[src/rtl/iso2ms_pkg.sv]
// ----------------------------------------------------------------------------
// iso2ms_pkg: shared types and constants of the timestamp converter
// Field record, multiply-accumulate command, status codes, layout of the
// fixed-format text and the arithmetic constants of the date conversion.
// ----------------------------------------------------------------------------
package iso2ms_pkg;

	localparam int TEXT_LENGTH = 20;
	localparam int POS_W       = 5;
	localparam int ACC_W       = 50;
	localparam int OPA_W       = 24;
	localparam int OPB_W       = 28;

	localparam logic [1:0] STATUS_OK           = 2'd0;
	localparam logic [1:0] STATUS_WRONG_LENGTH = 2'd1;
	localparam logic [1:0] STATUS_BAD_LAYOUT   = 2'd2;

	localparam logic [13:0] EPOCH_YEAR = 14'd1970;
	localparam int EPOCH_DAYS    = 719468;
	localparam int DIV100_MUL    = 5243;
	localparam int DIV100_SHIFT  = 19;
	localparam int DAYS_PER_YEAR = 365;
	localparam int MS_PER_DAY    = 86400000;
	localparam int MS_PER_HOUR   = 3600000;
	localparam int MS_PER_MINUTE = 60000;
	localparam int MS_PER_SECOND = 1000;

	typedef struct packed {
		logic [13:0] year;
		logic [6:0]  month;
		logic [6:0]  day;
		logic [6:0]  hour;
		logic [6:0]  minute;
		logic [6:0]  second;
	} fields_t;

	typedef struct packed {
		logic                    en;
		logic                    load;
		logic signed [OPA_W-1:0] a;
		logic [OPB_W-1:0]        b;
		logic signed [OPA_W-1:0] c;
	} mac_op_t;

	// Separator expected at a place of the text; zero where a digit belongs.
	function automatic logic [7:0] sep_char(logic [POS_W-1:0] pos);
		logic [7:0] s;
		case (pos) inside
			5'd4, 5'd7:   s = 8'h2D;
			5'd10:        s = 8'h54;
			5'd13, 5'd16: s = 8'h3A;
			5'd19:        s = 8'h5A;
			default:      s = 8'h00;
		endcase
		return s;
	endfunction

	// Days from March 1 to the first of the month, month counted from 0 = January.
	function automatic logic [8:0] days_before(logic [3:0] mon);
		logic [8:0] d;
		case (mon)
			4'd0:    d = 9'd306;
			4'd1:    d = 9'd337;
			4'd2:    d = 9'd0;
			4'd3:    d = 9'd31;
			4'd4:    d = 9'd61;
			4'd5:    d = 9'd92;
			4'd6:    d = 9'd122;
			4'd7:    d = 9'd153;
			4'd8:    d = 9'd184;
			4'd9:    d = 9'd214;
			4'd10:   d = 9'd245;
			4'd11:   d = 9'd275;
			default: d = 9'd0;
		endcase
		return d;
	endfunction

endpackage

[src/rtl/iso8601_utc_to_epoch_ms_unit.sv]
// ----------------------------------------------------------------------------
// iso8601_utc_to_epoch_ms_unit: timestamp text to epoch milliseconds
// Scans YYYY-MM-DDTHH:MM:SSZ one character per word and, after the last
// character, computes milliseconds since 1970 on one shared multiplier.
//
//   channel  signals                       direction  word
//   input    in_valid, in_ready            in         ch, is_last
//   output   out_valid, out_ready          out        status, time_ms
//
// Characters are taken while the sequencer is idle. After the last one the
// sequencer runs check, divide by 100, day count, four multiply-accumulate
// steps and done on the shared multiplier, or check and done for an error or
// early year. The input is held off from the last character until the result
// is loaded. A waiting result does not block characters of the next text.
// Reset clears the scanner, the sequencer and the output valid.
// ----------------------------------------------------------------------------
module iso8601_utc_to_epoch_ms_unit (
	input  logic        clk,
	input  logic        arst_n,
	input  logic        in_valid,
	output logic        in_ready,
	input  logic [7:0]  ch,
	input  logic        is_last,
	output logic        out_valid,
	input  logic        out_ready,
	output logic [1:0]  status,
	output logic [47:0] time_ms
);

	typedef enum logic [8:0] {
		ST_IDLE     = 9'b000000001,
		ST_CHECK    = 9'b000000010,
		ST_DIV      = 9'b000000100,
		ST_DAYS     = 9'b000001000,
		ST_MS_DAY   = 9'b000010000,
		ST_MS_HOUR  = 9'b000100000,
		ST_MS_MIN   = 9'b001000000,
		ST_MS_SEC   = 9'b010000000,
		ST_DONE     = 9'b100000000
	} state_t;

	state_t      state_q;
	logic [1:0]  status_q;
	logic        zero_q;
	logic [13:0] yadj_q;
	logic [3:0]  mon_q;
	logic        out_valid_q;
	logic [1:0]  out_status_q;
	logic [47:0] out_time_q;

	logic                                take;
	logic                                len_ok;
	logic                                bad_now;
	logic                                clear;
	logic                                load_out;
	iso2ms_pkg::fields_t                 fields;
	iso2ms_pkg::mac_op_t                 mac_op;
	logic signed [iso2ms_pkg::ACC_W-1:0] acc;

	logic [6:0]        m0;
	logic [3:0]        yq;
	logic [6:0]        mrem;
	logic [13:0]       ycal;
	logic [3:0]        mon_d;
	logic [13:0]       yadj_d;
	logic [6:0]        q100;
	logic [23:0]       base_u;
	logic [47:0]       result;

	assign in_ready = state_q == ST_IDLE;
	assign take     = in_valid && in_ready;
	assign load_out = (state_q == ST_DONE) && (!out_valid_q || out_ready);
	assign clear    = load_out;

	iso2ms_collect u_collect (
		.clk     (clk),
		.arst_n  (arst_n),
		.take    (take),
		.clear   (clear),
		.ch      (ch),
		.len_ok  (len_ok),
		.bad_now (bad_now),
		.fields  (fields)
	);

	iso2ms_mac u_mac (
		.clk (clk),
		.op  (mac_op),
		.acc (acc)
	);

	// Month carry into the year: month 0 is December of the year before.
	always_comb begin
		m0 = fields.month - 7'd1;
		yq = 4'd0;
		for (int k = 1; k <= 8; k++) begin
			if (m0 >= 7'(12 * k)) begin
				yq = yq + 4'd1;
			end
		end
		mrem = 7'(m0 - 7'(yq) * 7'd12);
		if (fields.month == 7'd0) begin
			ycal  = fields.year - 14'd1;
			mon_d = 4'd11;
		end else begin
			ycal  = fields.year + 14'(yq);
			mon_d = mrem[3:0];
		end
		// Years start in March, so January and February count to the year before.
		yadj_d = ycal - 14'(mon_d < 4'd2);
	end

	always_comb begin
		q100   = acc[iso2ms_pkg::DIV100_SHIFT+6:iso2ms_pkg::DIV100_SHIFT];
		base_u = 24'(yadj_q >> 2) - 24'(q100) + 24'(q100 >> 2)
			+ 24'(iso2ms_pkg::days_before(mon_q)) + 24'(fields.day) - 24'd1
			- 24'(iso2ms_pkg::EPOCH_DAYS);
	end

	always_comb begin
		mac_op = '0;
		case (state_q)
			ST_DIV: begin
				mac_op.en   = 1'b1;
				mac_op.load = 1'b1;
				mac_op.a    = $signed(24'(yadj_q));
				mac_op.b    = 28'(iso2ms_pkg::DIV100_MUL);
			end
			ST_DAYS: begin
				mac_op.en   = 1'b1;
				mac_op.load = 1'b1;
				mac_op.a    = $signed(24'(yadj_q));
				mac_op.b    = 28'(iso2ms_pkg::DAYS_PER_YEAR);
				mac_op.c    = $signed(base_u);
			end
			ST_MS_DAY: begin
				mac_op.en   = 1'b1;
				mac_op.load = 1'b1;
				mac_op.a    = acc[23:0];
				mac_op.b    = 28'(iso2ms_pkg::MS_PER_DAY);
			end
			ST_MS_HOUR: begin
				mac_op.en = 1'b1;
				mac_op.a  = $signed(24'(fields.hour));
				mac_op.b  = 28'(iso2ms_pkg::MS_PER_HOUR);
			end
			ST_MS_MIN: begin
				mac_op.en = 1'b1;
				mac_op.a  = $signed(24'(fields.minute));
				mac_op.b  = 28'(iso2ms_pkg::MS_PER_MINUTE);
			end
			ST_MS_SEC: begin
				mac_op.en = 1'b1;
				mac_op.a  = $signed(24'(fields.second));
				mac_op.b  = 28'(iso2ms_pkg::MS_PER_SECOND);
			end
			default: mac_op = '0;
		endcase
	end

	// A moment at or before the epoch reads as zero.
	always_comb begin
		if (zero_q || acc[iso2ms_pkg::ACC_W-1] || acc == '0) begin
			result = '0;
		end else if (acc[iso2ms_pkg::ACC_W-2:48] != '0) begin
			result = '1;
		end else begin
			result = acc[47:0];
		end
	end

	always_ff @(posedge clk or negedge arst_n) begin
		if (!arst_n) begin
			state_q  <= ST_IDLE;
			status_q <= iso2ms_pkg::STATUS_OK;
			zero_q   <= 1'b0;
		end else begin
			case (state_q)
				ST_IDLE: begin
					if (take && is_last) begin
						if (!len_ok) begin
							status_q <= iso2ms_pkg::STATUS_WRONG_LENGTH;
						end else if (bad_now) begin
							status_q <= iso2ms_pkg::STATUS_BAD_LAYOUT;
						end else begin
							status_q <= iso2ms_pkg::STATUS_OK;
						end
						state_q <= ST_CHECK;
					end
				end
				ST_CHECK: begin
					if (status_q != iso2ms_pkg::STATUS_OK
						|| fields.year < iso2ms_pkg::EPOCH_YEAR) begin
						zero_q  <= 1'b1;
						state_q <= ST_DONE;
					end else begin
						zero_q  <= 1'b0;
						state_q <= ST_DIV;
					end
				end
				ST_DIV:     state_q <= ST_DAYS;
				ST_DAYS:    state_q <= ST_MS_DAY;
				ST_MS_DAY:  state_q <= ST_MS_HOUR;
				ST_MS_HOUR: state_q <= ST_MS_MIN;
				ST_MS_MIN:  state_q <= ST_MS_SEC;
				ST_MS_SEC:  state_q <= ST_DONE;
				ST_DONE: begin
					if (load_out) begin
						state_q <= ST_IDLE;
					end
				end
				default: state_q <= ST_IDLE;
			endcase
		end
	end

	always_ff @(posedge clk) begin
		if (state_q == ST_CHECK) begin
			yadj_q <= yadj_d;
			mon_q  <= mon_d;
		end
	end

	always_ff @(posedge clk or negedge arst_n) begin
		if (!arst_n) begin
			out_valid_q <= 1'b0;
		end else if (load_out) begin
			out_valid_q <= 1'b1;
		end else if (out_ready) begin
			out_valid_q <= 1'b0;
		end
	end

	always_ff @(posedge clk) begin
		if (load_out) begin
			out_status_q <= status_q;
			out_time_q   <= result;
		end
	end

	assign out_valid = out_valid_q;
	assign status    = out_status_q;
	assign time_ms   = out_time_q;

	// An error word never carries a time.
	a_err_no_time: assert property (@(posedge clk) disable iff (!arst_n)
		out_valid |-> (status == iso2ms_pkg::STATUS_OK || time_ms == 48'd0))
		else $error("error word with nonzero time");

	// The last character holds off the input until the result is out.
	a_last_blocks: assert property (@(posedge clk) disable iff (!arst_n)
		in_valid && in_ready && is_last |=> !in_ready)
		else $error("input taken right after last character");

	// The arithmetic only runs for a well-formed text from 1970 on.
	a_calc_ok: assert property (@(posedge clk) disable iff (!arst_n)
		state_q == ST_DIV |-> (status_q == iso2ms_pkg::STATUS_OK
			&& fields.year >= iso2ms_pkg::EPOCH_YEAR))
		else $error("conversion started on a rejected text");

	// The day count can fall at most a month and a day before the epoch.
	a_days_range: assert property (@(posedge clk) disable iff (!arst_n)
		state_q == ST_MS_DAY |-> acc >= -50'sd32)
		else $error("day count below range");

endmodule

[src/rtl/iso2ms_collect.sv]
// ----------------------------------------------------------------------------
// iso2ms_collect: character scanner
// Counts characters, checks each against the fixed layout and builds the six
// decimal fields from the digits at their places.
// ----------------------------------------------------------------------------
module iso2ms_collect (
	input  logic                  clk,
	input  logic                  arst_n,
	input  logic                  take,
	input  logic                  clear,
	input  logic [7:0]            ch,
	output logic                  len_ok,
	output logic                  bad_now,
	output iso2ms_pkg::fields_t   fields
);

	logic [iso2ms_pkg::POS_W-1:0] pos_q;
	logic                         err_q;
	iso2ms_pkg::fields_t          fld_q;

	logic [7:0] sep;
	logic       in_text;
	logic       digit_ok;
	logic       char_bad;
	logic [3:0] d;

	always_comb begin
		sep      = iso2ms_pkg::sep_char(pos_q);
		in_text  = pos_q < iso2ms_pkg::POS_W'(iso2ms_pkg::TEXT_LENGTH);
		digit_ok = (ch >= 8'h30) && (ch <= 8'h39);
		char_bad = in_text && ((sep != 8'h00) ? (ch != sep) : !digit_ok);
		d        = 4'(ch - 8'h30);
	end

	assign len_ok  = pos_q == iso2ms_pkg::POS_W'(iso2ms_pkg::TEXT_LENGTH - 1);
	assign bad_now = err_q | char_bad;
	assign fields  = fld_q;

	always_ff @(posedge clk or negedge arst_n) begin
		if (!arst_n) begin
			pos_q <= '0;
			err_q <= 1'b0;
			fld_q <= '0;
		end else if (clear) begin
			pos_q <= '0;
			err_q <= 1'b0;
			fld_q <= '0;
		end else if (take) begin
			// The count saturates so that an overlong text never looks right.
			if (pos_q != '1) begin
				pos_q <= pos_q + 1'b1;
			end
			if (char_bad) begin
				err_q <= 1'b1;
			end
			if (in_text && sep == 8'h00 && digit_ok) begin
				case (pos_q) inside
					[5'd0:5'd3]:   fld_q.year   <= 14'(fld_q.year * 14'd10 + 14'(d));
					[5'd5:5'd6]:   fld_q.month  <= 7'(fld_q.month * 7'd10 + 7'(d));
					[5'd8:5'd9]:   fld_q.day    <= 7'(fld_q.day * 7'd10 + 7'(d));
					[5'd11:5'd12]: fld_q.hour   <= 7'(fld_q.hour * 7'd10 + 7'(d));
					[5'd14:5'd15]: fld_q.minute <= 7'(fld_q.minute * 7'd10 + 7'(d));
					default:       fld_q.second <= 7'(fld_q.second * 7'd10 + 7'(d));
				endcase
			end
		end
	end

endmodule

[src/rtl/iso2ms_mac.sv]
// ----------------------------------------------------------------------------
// iso2ms_mac: shared multiply-accumulate unit
// One signed multiply per cycle while enabled, with an addend, either loading or
// adding to the accumulator that holds the running result.
// ----------------------------------------------------------------------------
module iso2ms_mac (
	input  logic                                clk,
	input  iso2ms_pkg::mac_op_t                 op,
	output logic signed [iso2ms_pkg::ACC_W-1:0] acc
);

	localparam int PROD_W = iso2ms_pkg::OPA_W + iso2ms_pkg::OPB_W + 1;

	logic signed [iso2ms_pkg::ACC_W-1:0] acc_q;
	logic signed [PROD_W-1:0]            prod;
	logic signed [iso2ms_pkg::ACC_W-1:0] base;
	logic signed [iso2ms_pkg::ACC_W-1:0] addend;

	always_comb begin
		prod   = op.a * $signed({1'b0, op.b});
		base   = op.load ? '0 : acc_q;
		addend = {{(iso2ms_pkg::ACC_W - iso2ms_pkg::OPA_W){op.c[iso2ms_pkg::OPA_W-1]}}, op.c};
	end

	always_ff @(posedge clk) begin
		if (op.en) begin
			acc_q <= base + prod[iso2ms_pkg::ACC_W-1:0] + addend;
		end
	end

	assign acc = acc_q;

endmodule

[config.mk]
export PLATFORM = sky130hd
export DESIGN_NAME = iso8601_utc_to_epoch_ms_unit
export DESIGN_NICKNAME = d
export VERILOG_FILES = /design/src/rtl/iso2ms_pkg.sv /design/src/rtl/iso8601_utc_to_epoch_ms_unit.sv /design/src/rtl/iso2ms_collect.sv /design/src/rtl/iso2ms_mac.sv
export SDC_FILE = /design/constraint.sdc
export NUM_CORES = 2
export LEC_CHECK = 0
export BUFFER_PORTS_ARGS = -buffer_cell sky130_fd_sc_hd__buf_2
export CAP_MARGIN = 40
export CORE_MARGIN = 2
export CORE_UTILIZATION = 35
export DETAILED_ROUTE_END_ITERATION = 8
export GPL_TIMING_DRIVEN = 0
export SLEW_MARGIN = 10
export SYNTH_ARGS = -nofsm -noshare
export SYNTH_HDL_FRONTEND = slang
export SYNTH_SLANG_ARGS = --single-unit
[constraint.sdc]
create_clock -name clk -period 14.05 [get_ports clk]
set_clock_uncertainty 0.05 [all_clocks]
set_input_delay 1.405 -clock clk [delete_from_list [all_inputs] [get_ports clk]]
set_output_delay 1.405 -clock clk [all_outputs]
set_load 0.01 [all_outputs]
==> run summary <==
The post-synthesis cell count came out at 3370. The nature of the critical path startpoint is a flip-flop. Once the clock tree was built, the resizer swapped 0 gates to a different size.

The register clock-pin slew on the reported worst setup and hold paths is 0.09 ns. The maximum number of pins on one net before global-route repair came out at 55. The count of nets left with antenna violations after detail routing is 0. The number of endpoints failing setup at the final stage came out at 0. The wire length after detailed routing is 87600 µm.

The worst slew slack as a fraction of its limit is 38.3%. The placer's final routability congestion estimate is 0.939. The per-cell via count in the routed design is 4.79.

The final worst-path cycle share is 86.7%. The number of hold buffers added after cts is 0. Clock latency on the worst-skew pair, taken at its later pin, is 0.48 ns. The setup TNS after final layout is 0 ns. The unique cell type count in the Yosys netlist came out at 80. The iteration-0 DRC count of the detailed router came out at 1453. The data required time at the worst endpoint came out at 14.22 ns. The width of the die is 312 µm. In the routed design, unresolved DRC markers number 0. The number of fillers in the final layout is 9492. TritonCTS built the clock tree. The largest individual stage delay along the critical path comes from the cell edfxtp_1. The die is 312 µm tall.

Synthesis inferred 195 register bits. The area added between synthesis and finish came out at 9.87%. The number of sinks driven by the clock tree is 195. In this run the worst hold path is classified as reg2reg. The starting density of the core is 35.2%. The largest fanout of any net on the critical path came out at 10.

The endpoint type of the worst setup path is a flip-flop. The detailed placement HPWL is 74700 µm. The total die area is 97600 µm². The cell area after synthesis came out at 33300 µm². At the worst endpoint, the arrival time is 12.34 ns. The count of pins on the block boundary is 65. The critical path's top delay family is adder cells.

The worst path needs 12.17 ns of the cycle, external delays included. Summed over all layers, the global routing overflow is 0. The number of CTS-inserted buffers is 17.

Setup repair after global routing left no endpoint under its margin. The post-route worst setup slack came out at 1.88 ns. The worst slack after detailed placement is 2.04 ns. The most frequent cell on the critical path is fa_1.

The slew at the pin closest to its max-slew limit is 0.912 ns. The final-report hold violation count is 0. The max capacitance violation total is 0. The number of antenna violations at the first check in global routing came to 3. The largest total area in the synthesized netlist belongs to fa_1. The share of Yosys cell area claimed by the top area cell type is 32.9%. The peak supply drop is 0.000263 V. Dividing the detail-routed wire length by the instance count gives 17.9 µm. The number of buffers and inverters on the critical path came out at 5. The first-pass detailed-route iteration total is 5. The register-to-register setup slack came out at 1.88 ns. The count of standard-cell rows is 113. The longest clock path from root to sink contains 2 buffers. The worst setup path is of the reg2reg kind. The timing-limited maximum frequency came out at 82.1 MHz. Clock tree synthesis selected as its root buffer the cell clkbuf_16. The share of synthesized registers carrying an async set or reset came out at 34.9%.

The sequential area share after synthesis came out at 16.3%. The most used flip-flop cell after synthesis is edfxtp_1. The flow ran to the end, and the final reports show no timing, DRC or antenna violations. The final max-slew violation count came out at 0. The area inside the core boundary came out at 94600 µm². Power spread over the standard cell area amounts to 167 nW/µm². Of the cells placed in the final design, the portion with a size suffix greater than 1 is 3.93%. The post-synthesis average cell area is 9.88 µm². During synthesis, Yosys emitted a total of 0 warnings. The leakage power summed over all cells is 18.5 nW. The H-tree was split into 4 levels.

The number of buffers inserted to repair setup after CTS came out at 0. The count of buffers from port buffering is 64. The maximum single-stage delay on the critical path is 0.84 ns. The number of global-route vias before repair is 24900. The global router's overall resource usage came out at 18.8%. The first-pass GRT wire length is 141000 µm.

The detailed router placed 23500 vias in this run. In the final design database the tool counted 4640 nets. The number of flops mapped to enable cells by yosys is 118. Ranked by total cell area, the synthesized netlist is headed by fa_1 33%, ha_1 17%, edfxtp_1 11%.
==> cells by family (layout without fill, tap and decap cells) <==
logic type / after synthesis / count (layout) / share of synthesized area [%]
fa+ha+maj: 1005 / 1005 / 50.1
buf+inv: 863 / 971 / 9.75
simple gates: 704 / 704 / 10.6
compound gates: 406 / 406 / 7.91
flops: 195 / 195 / 16.3
xor+xnor: 171 / 171 / 4.56
mux: 24 / 24 / 0.733
other cells: 2 / 160 / 0.0226
==> report_power, final <==
group	switching (mW)	total [mW]	internal, mW
clock network	0.256	0.525	0.268
logic	2.74	4.68	1.94
registers	0.0518	0.902	0.850
total	3.05	6.10	3.06
==> state kept, by name, summed over array words and instances (netlist names), named ones only <==
| name | count |
|---|---|
| u_mac.acc | 50 |
| u_collect.fields | 49 |
| time_ms | 48 |
| yadj_q | 14 |
| state_q | 9 |
| u_collect.pos_q | 5 |
| mon_q | 4 |
| status | 2 |
| status_q | 2 |
| out_valid | 1 |
| u_collect.err_q | 1 |
| zero_q | 1 |
==> cell usage in the layout, fill, tap and decap left out, types with 15 or more instances in the layout <==
master,count
edfxtp_1,118
nor4_1,26
and2_1,105
nor2_1,189
o21ai_0,85
nor3_1,34
o21a_1,62
a21oi_1,113
xnor2_1,120
nand4_1,15
nand2b_1,30
xor2_1,49
inv_1,787
buf_2,68
conb_1,159
clkbuf_16,17
nand3_1,43
fa_1,547
a21o_1,51
nand2_1,157
dfrtp_1,67
clkbuf_1,66
ha_1,458
nor2b_1,26
mux2i_1,21
==> cell usage after synthesis (30+ instances only) <==
cell and number:
nand2b_1 30, nand3_1 44, o21a_1 62, inv_1 787, xor2_1 49, nor2_1 189
xnor2_1 120, a21o_1 51, clkbuf_1 68, ha_1 458, a21oi_1 113, dfrtp_1 67
fa_1 547, nor3_1 34, and2_1 105, nand2_1 157, o21ai_0 85, edfxtp_1 118
==> worst paths after layout <==
path / start / endpoint / cells past startpoint
hold / removal: status_q[0] / status[0] / 0
max in group asynchronous: arst_n / state_q[0] / 2
min in group asynchronous: arst_n / u_collect.fields[36] / 1
setup reg to reg: u_mac.acc[19] / u_mac.acc[49] / 41
setup / recovery: u_mac.acc[19] / u_mac.acc[49] / 41
hold reg to reg: status_q[0] / status[0] / 0
==> final cells by class <==
| type | count | area, µm² | area share [%] |
|---|---|---|---|
| Clock inverter | 14 | 168 | 0.458 |
| Tap cell | 1265 | 1580 | 4.33 |
| Sequential cell | 195 | 5430 | 14.8 |
| Multi-Input combinational cell | 2469 | 25200 | 69.0 |
| Inverter | 787 | 2950 | 8.08 |
| Antenna cell | 1 | 2.50 | 0.00684 |
| Clock buffer | 18 | 429 | 1.17 |
| Timing Repair Buffer | 76 | 495 | 1.35 |
| Buffer | 76 | 299 | 0.818 |
==> per-stage QoR <==
step                total power, mW  util (%)  hold WS, ns  cell area, µm²  instances
global route                   6.76      38.7        0.464           36600       4900
floorplan                      4.38         -        0.398           33900       3527
CTS                            6.10      38.7        0.450           36600       4900
global placement               5.50      37.8        0.424           35800       4856
detailed placement             5.52      38.0        0.425           36000       4868
finish                         6.10      38.7        0.450           36600       4901
==> layer usage <==
metal | global-route usage, % | wire length, µm | share of wire [%]
met1 | 25.9 | 39100 | 45
met4 | 4.87 | 1920 | 2.2
met3 | 2.39 | 4890 | 5.6
met5 | 0 | 0 | 0
met2 | 31.4 | 41600 | 48
Power figures use the tool's default switching activity.
